**config.mk**
```make
export PLATFORM = sky130hd
export DESIGN_NAME = sclut_queue
export DESIGN_NICKNAME = d
export VERILOG_FILES = /design/src/hw/rtl/sclut_pkg.sv /design/src/hw/rtl/sclut_queue.sv
export SDC_FILE = /design/constraint.sdc
export NUM_CORES = 1
export LEC_CHECK = 0
export ABC_AREA = 0
export BUFFER_PORTS_ARGS = -buffer_cell sky130_fd_sc_hd__buf_2
export CAP_MARGIN = 20
export CORE_ASPECT_RATIO = 0.6
export CORE_UTILIZATION = 50
export DETAILED_ROUTE_END_ITERATION = 16
export PLACE_DENSITY_LB_ADDON = 0.3
export SLEW_MARGIN = 20
export SYNTH_ARGS = -nofsm -noshare
export SYNTH_HDL_FRONTEND = slang
export SYNTH_SLANG_ARGS = --single-unit
```
**constraint.sdc**
```tcl
create_clock -name clk_i -period 9.9 [get_ports clk_i]
set_input_delay 0.495 -clock clk_i [delete_from_list [all_inputs] [get_ports clk_i]]
set_output_delay 0.495 -clock clk_i [all_outputs]
set_load 0.02 [all_outputs]
```
**src/hw/rtl/sclut_pkg.sv**
```systemverilog
// shared types, constants and helpers of the striped color lut interpolator
package sclut_pkg;

  // table geometry
  localparam int NumTablesDef = 6;
  localparam int CurveEntries = 256;
  localparam int KeyW         = $clog2(CurveEntries);
  localparam int ValW         = 8;
  localparam int TableW       = 3;
  localparam int ChanW        = 2;
  localparam int CoordW       = 10;
  localparam int NumChan      = 3;

  // channel lanes
  localparam int ChRed   = 0;
  localparam int ChGreen = 1;
  localparam int ChBlue  = 2;

  // anchor layout of a curve
  localparam int AnchorStep  = 4;
  localparam int StepW       = $clog2(AnchorStep);
  localparam int SegW        = KeyW - StepW;
  localparam int FirstAnchor = 1;
  localparam int LastAnchor  = 253;
  localparam int LastSeg     = (LastAnchor - FirstAnchor) / AnchorStep - 1;

  // queue between front and back
  localparam int QueueDepth = 2;

  // configuration port
  localparam int CfgIdxW  = 1;
  localparam int CfgDataW = 10;
  localparam logic [CoordW-1:0] StripeWidthRst  = CoordW'(100);
  localparam logic [CoordW-1:0] StripeHeightRst = CoordW'(75);

  typedef enum logic [CfgIdxW-1:0] {
    CFG_STRIPE_WIDTH  = 1'b0,
    CFG_STRIPE_HEIGHT = 1'b1
  } cfg_reg_e;

  // item kinds
  typedef enum logic [1:0] {
    OP_ANCHOR = 2'd0,
    OP_FILL   = 2'd1,
    OP_PIXEL  = 2'd2
  } op_e;

  // back end sequencer
  typedef enum logic [3:0] {
    BK_IDLE,
    BK_PIX_S1,
    BK_PIX_S2,
    BK_FILL_START,
    BK_FILL_A,
    BK_FILL_RD,
    BK_FILL_W1,
    BK_FILL_W2,
    BK_FILL_W3,
    BK_FILL_T1,
    BK_FILL_T2
  } back_state_e;

  // stripe decode of one coordinate
  typedef struct packed {
    logic              ok;
    logic [TableW-1:0] tab;
  } stripe_t;

  // classified item handed from front to back
  typedef struct packed {
    op_e                             op;
    logic [TableW-1:0]               table_idx;
    logic [ChanW-1:0]                chan;
    logic [KeyW-1:0]                 key;
    logic [ValW-1:0]                 value;
    logic                            col_ok;
    logic [TableW-1:0]               col_tab;
    logic                            row_ok;
    logic [TableW-1:0]               row_tab;
    logic [NumChan-1:0][ValW-1:0]    px;
  } sclut_op_t;

  // lo + m*(hi-lo)/4, division truncating toward zero
  function automatic logic [ValW-1:0] interp(input logic [ValW-1:0]  lo,
                                             input logic [ValW-1:0]  hi,
                                             input logic [StepW-1:0] m);
    logic signed [ValW:0]   diff;
    logic signed [ValW+2:0] mul;
    logic signed [ValW+2:0] prod;
    logic signed [ValW+2:0] quot;
    diff = $signed({1'b0, hi}) - $signed({1'b0, lo});
    mul  = $signed({{(ValW + 3 - StepW){1'b0}}, m});
    prod = mul * (ValW+3)'(diff);
    quot = prod[ValW+2] ? ((prod + (ValW+3)'(AnchorStep - 1)) >>> StepW)
                        : (prod >>> StepW);
    return lo + quot[ValW-1:0];
  endfunction

endpackage

```
**src/hw/rtl/sclut_queue.sv**
```systemverilog
// short queue of classified items between front and back
module sclut_queue import sclut_pkg::*; (
  input  logic      clk_i,
  input  logic      rst_ni,
  input  logic      push_i,
  input  sclut_op_t push_data_i,
  output logic      full_o,
  input  logic      pop_i,
  output logic      valid_o,
  output sclut_op_t head_o
);

  localparam int PtrW = $clog2(QueueDepth);
  localparam int CntW = $clog2(QueueDepth + 1);

  sclut_op_t       slot_q [QueueDepth];
  logic [PtrW-1:0] wr_q, wr_d;
  logic [PtrW-1:0] rd_q, rd_d;
  logic [CntW-1:0] cnt_q, cnt_d;

  // pointer and fill level update
  always_comb begin
    wr_d  = wr_q;
    rd_d  = rd_q;
    if (push_i) begin
      wr_d = (wr_q == PtrW'(QueueDepth - 1)) ? '0 : wr_q + PtrW'(1);
    end
    if (pop_i) begin
      rd_d = (rd_q == PtrW'(QueueDepth - 1)) ? '0 : rd_q + PtrW'(1);
    end
    cnt_d = cnt_q + CntW'(push_i) - CntW'(pop_i);
  end

  always_ff @(posedge clk_i or negedge rst_ni) begin
    if (!rst_ni) begin
      wr_q  <= '0;
      rd_q  <= '0;
      cnt_q <= '0;
    end else begin
      wr_q  <= wr_d;
      rd_q  <= rd_d;
      cnt_q <= cnt_d;
    end
  end

  // entry storage
  always_ff @(posedge clk_i) begin
    if (push_i) begin
      slot_q[wr_q] <= push_data_i;
    end
  end

  assign full_o  = (cnt_q == CntW'(QueueDepth));
  assign valid_o = (cnt_q != '0);
  assign head_o  = slot_q[rd_q];

endmodule

```
==> reports/qor.csv <==
metric,value,unit
Synth Net Count,247,
Yosys warning total,0,
Max rail drop VDD,0.212,mV
hold path depth,1,
antenna violations before repair,0,
Port Buffers,115,
CP required,9.41,ns
main combinational cell family by area after synthesis,multiplexers,
Post-Syn Instances,186,
CP Data Arrival Time,2.07,ns
max-slew violations,0,
Worst-Skew Late Latency,0.40,ns
Die Span Y,74.1,um
RSZ-0062 raised after global routing,false,
cell-internal power,1.27,mW
Worst Setup Start Kind,flip-flop,
Crit Path Max Fanout,56,
Post-Place Worst Slack,7.72,ns
Post-synth EDFFs,110,
P_leak,2.28,nW
outcome,"finished, final reports clean",
clk root buf,clkbuf_16,
layout cells sized above 1,61.5,%
MaxCap Viol Count,0,
synthesis-to-finish area growth,29.1,%
critical path's slowest cell,dfrtp_4,
Seq cells post-synth,114,
CTS tree,done,
ys flop type,edfxtp_1,
DIE AREA,9050,um2
critical path endpoint,head_o[53],
mux cell area share after synthesis,17.8,%
Netlist Area Pre-Place,4330,um2
WL/cell,16.9,um
gpl congestion,0.705,
largest net degree at the start of global routing,57,
via count,2148,
Tmin final,2.56,ns
endpoints failing hold,0,
# diodes,0,
DRT Pass-1 Iters,4,
synth cell count leaders,"edfxtp_1 (110), mux2_4 (40), mux2_2 (15)",
"Distinct cells, synth",13,
Slew headroom,35.6,%
biggest area consumer among synthesized cells,edfxtp_1,
critical path startpoint,rd_q,
Synth Area in Simple Gates,0.578,%
sequential-to-total area share from yosys stat,78.5,%
Clk pwr share,32.4,%
"Net count, final",378,
most common cell in the synthesized netlist,edfxtp_1,
Tot Pwr,1.80,mW
setup bufs post-CTS,0,
P_sw,0.532,mW
number of H-tree levels,4,
Finished Core Util,68.8,%
Post-route DRC,0,
core footprint,8130,um2
RR Startpoint,wr_q,
CP top delay family,flip-flops,
worst r2r dst,slot_q[0][11],
Worst Setup End Kind,output port,
Total GRT Usage,17.5,%
global-route wire length before repair,10900,um
routed wire length,7420,um
worst slew pin tran,0.966,ns
reg2reg setup slack,7.99,ns
Die X,122,um
"Remaining Overflow, GRT",0,
worst setup margin,7.34,ns
hold_ws,0.278,ns
Clock transition at path regs,0.05,ns
dpl hpwl,4700,um
Pwr per Cell Area,322,nW/um2
Synth area leaders,"edfxtp_1 (76%), mux2_4 (14%), mux2_2 (3.9%)",
max incr delay on CP,1.06,ns
Sink Count,114,
Critical path buffers and inverters,1,
row count,25,
# resized after CTS,0,
ys async rst share,3.51,%
period utilization,25.9,%
Sw Share,29.5,%
drt via density,4.90,
Flop pwr share,40.3,%
adder-cell area share of the yosys netlist,0.578,%
Yosys top cell area share,76.2,%
CTS buffer count,17,
skew final,0.00439,ns
"Cell Chain, Critical Path","mux2_2, buf_2",
initial core utilization,53.3,%
Logic pwr share,27.4,%
Compound-Gate Fraction of Synth Area,0,%
vias in the first global route,2201,
DR iter-0 viols,60,
xor/xnor share of the synthesized area,0.953,%
Synth Area per Inst,23.3,um2
CTS Buffer Depth,2,
I/O Pins,116,
Post-DRT Antenna Nets,0,
setup TNS,0,ns
final setup vio count,0,
Hold Startpoint,push_data_i[42],
Reg2Reg Depth,2,
WP depth,2,
hold buffer count at cts,1,
fmax,390,MHz
Hold WC Path Type,in -> reg,
CP Class,reg -> out,
==> worst register-to-register path, stage by stage, from the launching register on <==
cell and delay [ns]:
dfrtp_1 0.42, nor2b_4 0.64, buf_4 0.49
==> state kept, by name (all words and copies together) (netlist names) <==
signal and flops:
wr_q 1, cnt_q 2, slot_q 110, rd_q 1
==> logic make-up (layout without fill, tap and decap cells) <==
group / count (synthesis) / count (layout)
DFF: 114 / 114
muxes: 55 / 55
buffers and inverters: 8 / 152
xor gates and xnor gates: 3 / 3
and+or+nand+nor: 4 / 4
adders and majority gates: 2 / 2
==> metal layers <==
layer	routed length (um)	up-vias	track usage, %
met5	0	-	0
met4	72	0	7.72
met3	732	7	10.7
met2	3410	93	25.6
met1	3200	1047	20.8
li1	-	1001	-
==> cell type report <==
type,count,area [um2]
multi-input combinational,64,870
clock inverter,14,145
tap,108,135
timing repair buffer,118,601
inverter,2,7.51
sequential,114,3410
clock buffer,18,429
fill,568,2540
==> power groups by stage <==
stage,clock network (mW),logic (mW),registers (mW)
floorplan,0,0.421,0.675
global placement,0,0.492,0.733
detailed placement,0,0.497,0.737
CTS,0.594,0.502,0.730
global route,0.616,0.525,0.739
finish,0.584,0.494,0.726
==> worst min path at each step <==
stage	end
floorplan	cnt_q[0]
global placement	rd_q
detailed placement	rd_q
CTS	slot_q[0][42]
global route	slot_q[1][51]
finish	slot_q[0][42]
==> cells in the final DEF, fill, tap and decap left out, drive strengths merged <==
cell type    count
dfrtp            4
bufinv           3
or2              1
nor2b            2
mux2            55
xor3             1
edfxtp         110
ha               2
clkbuf          18
dlygate4sd3      1
clkinvlp         2
inv              2
and2             1
clkinv           9
buf            117
xor2             2
==> through the flow <==
step                      std cells  instance area [um2]
after floorplan                 186                 4330
after global placement          405                 5010
after detailed placement        405                 5010
after CTS                       438                 5590
after global routing            438                 5590
final                           438                 5590
Power figures use the tool's default switching activity.
