===== src/hw/rtl/sclut_pkg.sv =====
// shared types, constants and helpers of the striped color lut interpolator
package sclut_pkg;

  // table geometry
  localparam int NumTablesDef = 6;
  localparam int CurveEntries = 256;
  localparam int KeyW         = $clog2(CurveEntries);
  localparam int ValW         = 8;
  localparam int TableW       = 3;
  localparam int ChanW        = 2;
  localparam int CoordW       = 10;
  localparam int NumChan      = 3;

  // channel lanes
  localparam int ChRed   = 0;
  localparam int ChGreen = 1;
  localparam int ChBlue  = 2;

  // anchor layout of a curve
  localparam int AnchorStep  = 4;
  localparam int StepW       = $clog2(AnchorStep);
  localparam int SegW        = KeyW - StepW;
  localparam int FirstAnchor = 1;
  localparam int LastAnchor  = 253;
  localparam int LastSeg     = (LastAnchor - FirstAnchor) / AnchorStep - 1;

  // queue between front and back
  localparam int QueueDepth = 2;

  // configuration port
  localparam int CfgIdxW  = 1;
  localparam int CfgDataW = 10;
  localparam logic [CoordW-1:0] StripeWidthRst  = CoordW'(100);
  localparam logic [CoordW-1:0] StripeHeightRst = CoordW'(75);

  typedef enum logic [CfgIdxW-1:0] {
    CFG_STRIPE_WIDTH  = 1'b0,
    CFG_STRIPE_HEIGHT = 1'b1
  } cfg_reg_e;

  // item kinds
  typedef enum logic [1:0] {
    OP_ANCHOR = 2'd0,
    OP_FILL   = 2'd1,
    OP_PIXEL  = 2'd2
  } op_e;

  // back end sequencer
  typedef enum logic [3:0] {
    BK_IDLE,
    BK_PIX_S1,
    BK_PIX_S2,
    BK_FILL_START,
    BK_FILL_A,
    BK_FILL_RD,
    BK_FILL_W1,
    BK_FILL_W2,
    BK_FILL_W3,
    BK_FILL_T1,
    BK_FILL_T2
  } back_state_e;

  // stripe decode of one coordinate
  typedef struct packed {
    logic              ok;
    logic [TableW-1:0] tab;
  } stripe_t;

  // classified item handed from front to back
  typedef struct packed {
    op_e                             op;
    logic [TableW-1:0]               table_idx;
    logic [ChanW-1:0]                chan;
    logic [KeyW-1:0]                 key;
    logic [ValW-1:0]                 value;
    logic                            col_ok;
    logic [TableW-1:0]               col_tab;
    logic                            row_ok;
    logic [TableW-1:0]               row_tab;
    logic [NumChan-1:0][ValW-1:0]    px;
  } sclut_op_t;

  // lo + m*(hi-lo)/4, division truncating toward zero
  function automatic logic [ValW-1:0] interp(input logic [ValW-1:0]  lo,
                                             input logic [ValW-1:0]  hi,
                                             input logic [StepW-1:0] m);
    logic signed [ValW:0]   diff;
    logic signed [ValW+2:0] mul;
    logic signed [ValW+2:0] prod;
    logic signed [ValW+2:0] quot;
    diff = $signed({1'b0, hi}) - $signed({1'b0, lo});
    mul  = $signed({{(ValW + 3 - StepW){1'b0}}, m});
    prod = mul * (ValW+3)'(diff);
    quot = prod[ValW+2] ? ((prod + (ValW+3)'(AnchorStep - 1)) >>> StepW)
                        : (prod >>> StepW);
    return lo + quot[ValW-1:0];
  endfunction

endpackage


===== src/hw/rtl/sclut_if.sv =====
// item and result channel interfaces of the striped color lut interpolator
interface sclut_item_if;
  logic       valid;
  logic       ready;
  logic [1:0] kind;
  logic [2:0] table_sel;
  logic [1:0] channel_sel;
  logic [7:0] entry_key;
  logic [7:0] entry_value;
  logic [9:0] pixel_row;
  logic [9:0] pixel_col;
  logic [7:0] red_in;
  logic [7:0] green_in;
  logic [7:0] blue_in;

  modport source (
    output valid, kind, table_sel, channel_sel, entry_key, entry_value,
    output pixel_row, pixel_col, red_in, green_in, blue_in,
    input  ready
  );

  modport sink (
    input  valid, kind, table_sel, channel_sel, entry_key, entry_value,
    input  pixel_row, pixel_col, red_in, green_in, blue_in,
    output ready
  );
endinterface



===== src/hw/rtl/sclut_front.sv =====
// front end: stripe registers, item accept and classification
module sclut_front import sclut_pkg::*; #(
  parameter int NUM_TABLES = NumTablesDef
) (
  input  logic                clk_i,
  input  logic                rst_ni,
  input  logic                cfg_we_i,
  input  logic [CfgIdxW-1:0]  cfg_idx_i,
  input  logic [CfgDataW-1:0] cfg_data_i,
  sclut_item_if.sink          item_i,
  input  logic                q_full_i,
  output logic                q_push_o,
  output sclut_op_t           q_data_o
);

  localparam int CntW  = $clog2(NUM_TABLES + 1);
  localparam int ProdW = CoordW + CntW;

  logic [CoordW-1:0] width_q;
  logic [CoordW-1:0] height_q;
  stripe_t           col_st;
  stripe_t           row_st;
  logic              keep;

  // stripe index by comparing against each stripe boundary
  function automatic stripe_t stripe_of(input logic [CoordW-1:0] coord,
                                        input logic [CoordW-1:0] size);
    stripe_t          res;
    logic [ProdW-1:0] lim;
    logic [CntW-1:0]  cnt;
    cnt = '0;
    for (int k = 1; k <= NUM_TABLES; k++) begin
      lim = ProdW'(k) * ProdW'(size);
      if (ProdW'(coord) >= lim) begin
        cnt = cnt + CntW'(1);
      end
    end
    res.ok  = (size != '0) && (cnt < CntW'(NUM_TABLES));
    res.tab = TableW'(cnt);
    return res;
  endfunction

  // stripe size registers
  always_ff @(posedge clk_i or negedge rst_ni) begin
    if (!rst_ni) begin
      width_q  <= StripeWidthRst;
      height_q <= StripeHeightRst;
    end else if (cfg_we_i) begin
      unique case (cfg_idx_i)
        CFG_STRIPE_WIDTH:  width_q  <= CoordW'(cfg_data_i);
        CFG_STRIPE_HEIGHT: height_q <= CoordW'(cfg_data_i);
      endcase
    end
  end

  // accept whenever the queue has room
  assign item_i.ready = !q_full_i;

  // classify the beat and build the queue entry
  always_comb begin
    col_st = stripe_of(item_i.pixel_col, width_q);
    row_st = stripe_of(item_i.pixel_row, height_q);

    q_data_o.op        = op_e'(item_i.kind);
    q_data_o.table_idx = item_i.table_sel;
    q_data_o.chan      = item_i.channel_sel;
    q_data_o.key       = item_i.entry_key;
    q_data_o.value     = item_i.entry_value;
    q_data_o.col_ok    = col_st.ok;
    q_data_o.col_tab   = col_st.tab;
    q_data_o.row_ok    = row_st.ok;
    q_data_o.row_tab   = row_st.tab;
    q_data_o.px[ChRed]   = item_i.red_in;
    q_data_o.px[ChGreen] = item_i.green_in;
    q_data_o.px[ChBlue]  = item_i.blue_in;

    // bad anchor targets and the unused kind are dropped here
    unique case (item_i.kind) inside
      OP_ANCHOR:        keep = ({1'b0, item_i.table_sel} < (TableW+1)'(NUM_TABLES)) &&
                               (item_i.channel_sel < ChanW'(NumChan));
      OP_FILL, OP_PIXEL: keep = 1'b1;
      default:          keep = 1'b0;
    endcase

    q_push_o = item_i.valid && item_i.ready && keep;
  end

endmodule


===== src/flat_wrapper.sv =====
// flat-port wrapper written by rule: the top's interface ports become plain ports
module sclut_front_flat import sclut_pkg::*;
#(
  parameter int NUM_TABLES = NumTablesDef
)
  (clk_i, rst_ni, cfg_we_i, cfg_idx_i, cfg_data_i, q_full_i, q_push_o, q_data_o, item_i_valid, item_i_kind, item_i_table_sel, item_i_channel_sel, item_i_entry_key, item_i_entry_value, item_i_pixel_row, item_i_pixel_col, item_i_red_in, item_i_green_in, item_i_blue_in, item_i_ready);
  sclut_item_if item_i_i ();
  input  logic clk_i;
  input  logic rst_ni;
  input  logic cfg_we_i;
  input  logic [CfgIdxW-1:0] cfg_idx_i;
  input  logic [CfgDataW-1:0] cfg_data_i;
  input  logic q_full_i;
  output logic q_push_o;
  output sclut_op_t q_data_o;
  input wire logic [$bits(item_i_i.valid)-1:0] item_i_valid;
  input wire logic [$bits(item_i_i.kind)-1:0] item_i_kind;
  input wire logic [$bits(item_i_i.table_sel)-1:0] item_i_table_sel;
  input wire logic [$bits(item_i_i.channel_sel)-1:0] item_i_channel_sel;
  input wire logic [$bits(item_i_i.entry_key)-1:0] item_i_entry_key;
  input wire logic [$bits(item_i_i.entry_value)-1:0] item_i_entry_value;
  input wire logic [$bits(item_i_i.pixel_row)-1:0] item_i_pixel_row;
  input wire logic [$bits(item_i_i.pixel_col)-1:0] item_i_pixel_col;
  input wire logic [$bits(item_i_i.red_in)-1:0] item_i_red_in;
  input wire logic [$bits(item_i_i.green_in)-1:0] item_i_green_in;
  input wire logic [$bits(item_i_i.blue_in)-1:0] item_i_blue_in;
  output wire logic [$bits(item_i_i.ready)-1:0] item_i_ready;
  assign item_i_i.valid = item_i_valid;
  assign item_i_i.kind = item_i_kind;
  assign item_i_i.table_sel = item_i_table_sel;
  assign item_i_i.channel_sel = item_i_channel_sel;
  assign item_i_i.entry_key = item_i_entry_key;
  assign item_i_i.entry_value = item_i_entry_value;
  assign item_i_i.pixel_row = item_i_pixel_row;
  assign item_i_i.pixel_col = item_i_pixel_col;
  assign item_i_i.red_in = item_i_red_in;
  assign item_i_i.green_in = item_i_green_in;
  assign item_i_i.blue_in = item_i_blue_in;
  assign item_i_ready = item_i_i.ready;
  sclut_front #(.NUM_TABLES(NUM_TABLES)) u_core (.clk_i(clk_i), .rst_ni(rst_ni), .cfg_we_i(cfg_we_i), .cfg_idx_i(cfg_idx_i), .cfg_data_i(cfg_data_i), .item_i(item_i_i), .q_full_i(q_full_i), .q_push_o(q_push_o), .q_data_o(q_data_o));
endmodule

===== config.mk =====
export PLATFORM = sky130hd
export DESIGN_NAME = sclut_front_flat
export DESIGN_NICKNAME = d
export VERILOG_FILES = /design/src/hw/rtl/sclut_pkg.sv /design/src/hw/rtl/sclut_if.sv /design/src/hw/rtl/sclut_front.sv /design/src/flat_wrapper.sv
export SDC_FILE = /design/constraint.sdc
export NUM_CORES = 1
export LEC_CHECK = 0
export BUFFER_PORTS_ARGS = -buffer_cell sky130_fd_sc_hd__buf_4
export CORE_ASPECT_RATIO = 1.5
export CORE_UTILIZATION = 59
export DETAILED_ROUTE_END_ITERATION = 12
export GPL_TIMING_DRIVEN = 0
export PLACE_DENSITY = 0.87
export RECOVER_POWER = 25
export SYNTH_ARGS = -nofsm -noshare
export SYNTH_HDL_FRONTEND = slang
export SYNTH_SLANG_ARGS = --single-unit

===== constraint.sdc =====
create_clock -name clk_i -period 13.6 [get_ports clk_i]
set_input_delay 4.08 -clock clk_i [delete_from_list [all_inputs] [get_ports clk_i]]
set_output_delay 4.08 -clock clk_i [all_outputs]
set_load 0.005 [all_outputs]

==> impl_metrics.py <==
metrics = {
    "status": {
        "outcome": "finished, final reports clean",
    },
    "finish": {
        "multi_input_area_sq_um": 4723,
        "fillers": 762,
        "n_antenna_cell": 0,
        "final_layout_size_suffix_gt1_share_pct": 25.48,
        "final_cells": 892,
        "fin_nets": 1028,
        "register_area_sq_um": 509.2,
        "final_cell_area_sq_um": 6782,
        "area_growth_syn_to_layout_pct": 16.38,
    },
    "clocking": {
        "cts_num_sinks": 20,
        "cts_resized": 0,
        "cts_buffers": 3,
        "clkLatencyLatePin_ps": 250,
        "root_buffer": "clkbuf_16",
        "cts_hold_buf": 0,
        "htree_levels": 1,
        "cts_max_path_buffers": 2,
        "cts_setup_buffers": 0,
        "path_clk_slew_ps": 50,
        "cts_tree": "done",
    },
    "sta": {
        "worst_pin_slew_ps": 1072,
        "setup_tns_ps": 0,
        "relSlewSlack_pct": 28.53,
        "rsz0062_at_grt": "false",
        "fin_crit_ps": 12720,
        "fmax_ghz": 0.07863,
        "fin_skew_ps": 0,
        "min_period_over_period_pct": 93.51,
        "setup_violations": 0,
        "hold_viol": 0,
        "finalMaxSlewViolations": 0,
    },
    "grt": {
        "grt_util_all_layers_pct": 28.75,
        "grt_max_degree": 21,
        "grt_first_pass_wirelength_um": 24380,
        "gr-total-overflow": 0,
        "antenna_found_initial": 0,
        "grt_pass1_vias": 5584,
    },
    "synth": {
        "synth-compound-area-share_pct": 22.35,
        "yosys_warnings": 0,
        "ys_seq_area_share_pct": 8.740,
        "ys_top_cells_by_area": "ha_1 35%, buf_4 6.1%, dfrtp_1 5.6%, o21ai_0 4.1%, inv_1 3.8%",
        "yosysUniqueCellTypes": 81,
        "yosys.area.top_type": "ha_1",
        "avgSynthCellArea_sq_um": 8.632,
        "yosys_register_bits": 20,
        "synth_edf_count": 0,
        "syn-cell-area_sq_um": 5827,
        "synth_xor_area_share_pct": 5.304,
        "syn-num-nets": 925,
        "synthCells": 675,
        "postSynth.asyncResetShare_pct": 100.0,
        "synthFlopType": "dfrtp_1",
        "synth_top_family_by_area": "adder cells",
        "yosys.area_share.simple_pct": 12.75,
        "yosysTopAreaCellShare_pct": 35.00,
        "muxShareOfSynthArea_pct": 3.178,
        "synth-adder-area-share_pct": 37.47,
    },
    "critical_path": {
        "critical_path_class": "input port to output pin",
        "cp-start-kind": "input port",
        "critPathMaxFanout": 6,
        "r2r_cells": 2,
        "arrival_ps": 8640,
        "startpoint": "item_i_pixel_col[2]",
        "endpoint_kind": "output pin",
        "rr_endpoint": "u_core.width_q[9]",
        "r2r_slack_ps": 12500,
        "crit_required_ps": 9520,
        "worstReg2RegStart": "u_core.width_q[9]",
    },
    "pwr": {
        "clkPwrFrac_pct": 7.5,
        "p_switching_w": 0.0003916,
        "power_density_nw_per_um2": 120.7,
        "p_seq_share_pct": 11.0,
        "p_leak_nw": 3.523,
        "internal-power_w": 0.0004268,
        "p_comb_share_pct": 81.6,
        "irDropWorstVdd_mv": 0.06388,
        "p_sw_share_pct": 47.85,
    },
    "placed_design": {
        "io_buffers": 98,
        "gp_congestion": 0.9139,
        "placed_area_sq_um": 6706,
        "dp_cells": 888,
        "dp_hpwl_um": 12710,
    },
    "drt": {
        "via_per_inst": 6.003,
        "dr.first_iter.drc_count": 174,
        "totalWireLength_um": 14910,
        "drc_errors": 0,
        "vias": 5355,
        "ant_nets": 0,
        "wl_per_cell_um": 16.71,
        "first_pass_iters": 4,
    },
    "worst_hold_path": {
        "hold_class": "flop to flop",
        "min-delay-start": "u_core.height_q[3]",
        "min_to": "u_core.height_q[3]",
        "min_path_cells": 1,
    },
    "floorplan": {
        "core_sq_um": 9634,
        "die_h_um": 123.7,
        "initial_core_util_pct": 60.48,
        "dieArea_sq_um": 10290,
        "io_pins": 140,
        "die_x_um": 83.14,
        "rows": 44,
    },
    "job": {
        "cap_violations": 0,
    },
}
## critical path, cell delays in order
cell and delay (ps):
buf_4 140, ha_1 310, a21o_1 190, a31oi_1 200, o21ai_0 160, maj3_2 320, maj3_2 310, maj3_2 340
a41oi_4 290, mux2i_1 280, ha_1 260, mux2i_1 270, inv_1 80, ha_1 310, nor2_1 120, a21oi_1 50
ha_1 210, nand2_1 90, xor2_1 180, xnor2_1 110, a22oi_2 200, buf_4 130
## worst max path at each step
stage	slack, ps	cells past startpoint	endpoint
finish	880	22	q_data_o[31]
global route	700	22	q_data_o[31]
CTS	910	22	q_data_o[31]
detailed placement	920	22	q_data_o[31]
global placement	1130	25	q_data_o[27]
floorplan	1630	23	q_data_o[27]
## power by group through the flow
stage	logic, W	clock network, W	registers [W]
2_1_floorplan	0.000485	0	0.0000828
3_3_place_gp	0.000617	0	0.0000892
3_5_place_dp	0.000660	0	0.0000904
4_1_cts	0.000664	0.0000612	0.0000896
5_1_grt	0.000747	0.0000638	0.0000914
6_report	0.000667	0.0000610	0.0000899
## synth_stat cells (3+ instances only)
master and instances:
a211oi_1 4, a21boi_0 3, a21o_1 26, a21oi_1 33
a22oi_1 3, a31o_2 3, a31oi_1 6, and3_1 5
and4_1 4, buf_4 47, clkbuf_1 4, dfrtp_1 13
dfstp_2 7, fa_1 4, ha_1 163, inv_1 59
maj3_1 3, maj3_2 3, mux2_2 12, mux2i_1 5
nand2_1 36, nand2b_1 14, nand3_1 4, nand3b_1 3
nand4_1 6, nor2_1 22, nor2b_1 17, nor3_1 10
o211ai_1 5, o21a_1 12, o21ai_0 48, o21bai_1 3
or2_2 3, or3_1 4, xnor2_1 12, xnor2_2 4
xor2_1 14
## logic make-up after synthesis
kind of cell / Yosys count
AOI/OAI and AO/OA: 183
adders and majority gates: 173
and+or+nand+nor: 140
buffers and inverters: 111
xor gates and xnor gates: 31
DFF: 20
muxes: 17
## state kept, by name, indices dropped and copies added (netlist names)
name,count
u_core.width_q,10
u_core.height_q,10
## cell type report
| cell class | instances | area share [%] |
|---|---|---|
| multi-input combinational | 544 | 69.65 |
| timing repair buffer | 98 | 10.79 |
| sequential | 20 | 7.509 |
| buffer | 52 | 5.498 |
| inverter | 59 | 3.266 |
| tap | 115 | 2.122 |
| clock buffer | 4 | 1.162 |
## metrics by stage
stage                     util [%]  hold WS (ps)  setup WS [ps]   power, W
after global routing         70.39         695.2          698.9  0.0009025
after global placement       69.61         646.2           1129  0.0007064
after floorplan                  -         585.0           1629  0.0005676
final                        70.39         678.7          882.2  0.0008184
after detailed placement     69.61         666.4          922.0  0.0007501
after CTS                    70.43         673.4          913.4  0.0008147
## metal layers
| layer | part of all wire, % | global-route usage (%) | vias up |
|---|---|---|---|
| met5 | 0 | 0 | - |
| met4 | 4.5 | 15.52 | 0 |
| met3 | 2.2 | 1.789 | 46 |
| met2 | 57 | 60.35 | 124 |
| met1 | 36 | 27.50 | 2558 |
| li1 | - | - | 2627 |
## cell usage in the layout, fill, tap and decap left out, drive strengths merged, types with 4 or more instances in the layout
| cell | count |
|---|---|
| a22oi | 4 |
| maj3 | 6 |
| nand4 | 6 |
| o21a | 12 |
| a21oi | 34 |
| ha | 163 |
| fa | 4 |
| buf | 143 |
| mux2 | 12 |
| mux2i | 5 |
| a21o | 27 |
| dfstp | 7 |
| dfrtp | 13 |
| xnor2 | 16 |
| and3 | 5 |
| a211oi | 6 |
| xor2 | 15 |
| o21ai | 48 |
| clkbuf | 11 |
| o211ai | 5 |
| nand3 | 5 |
| or2 | 4 |
| nand2b | 14 |
| and4 | 4 |
| a31oi | 6 |
| nor2b | 17 |
| nor3 | 10 |
| or3 | 4 |
| nand2 | 36 |
| nor2 | 23 |
| inv | 59 |
Power figures use the tool's default switching activity.
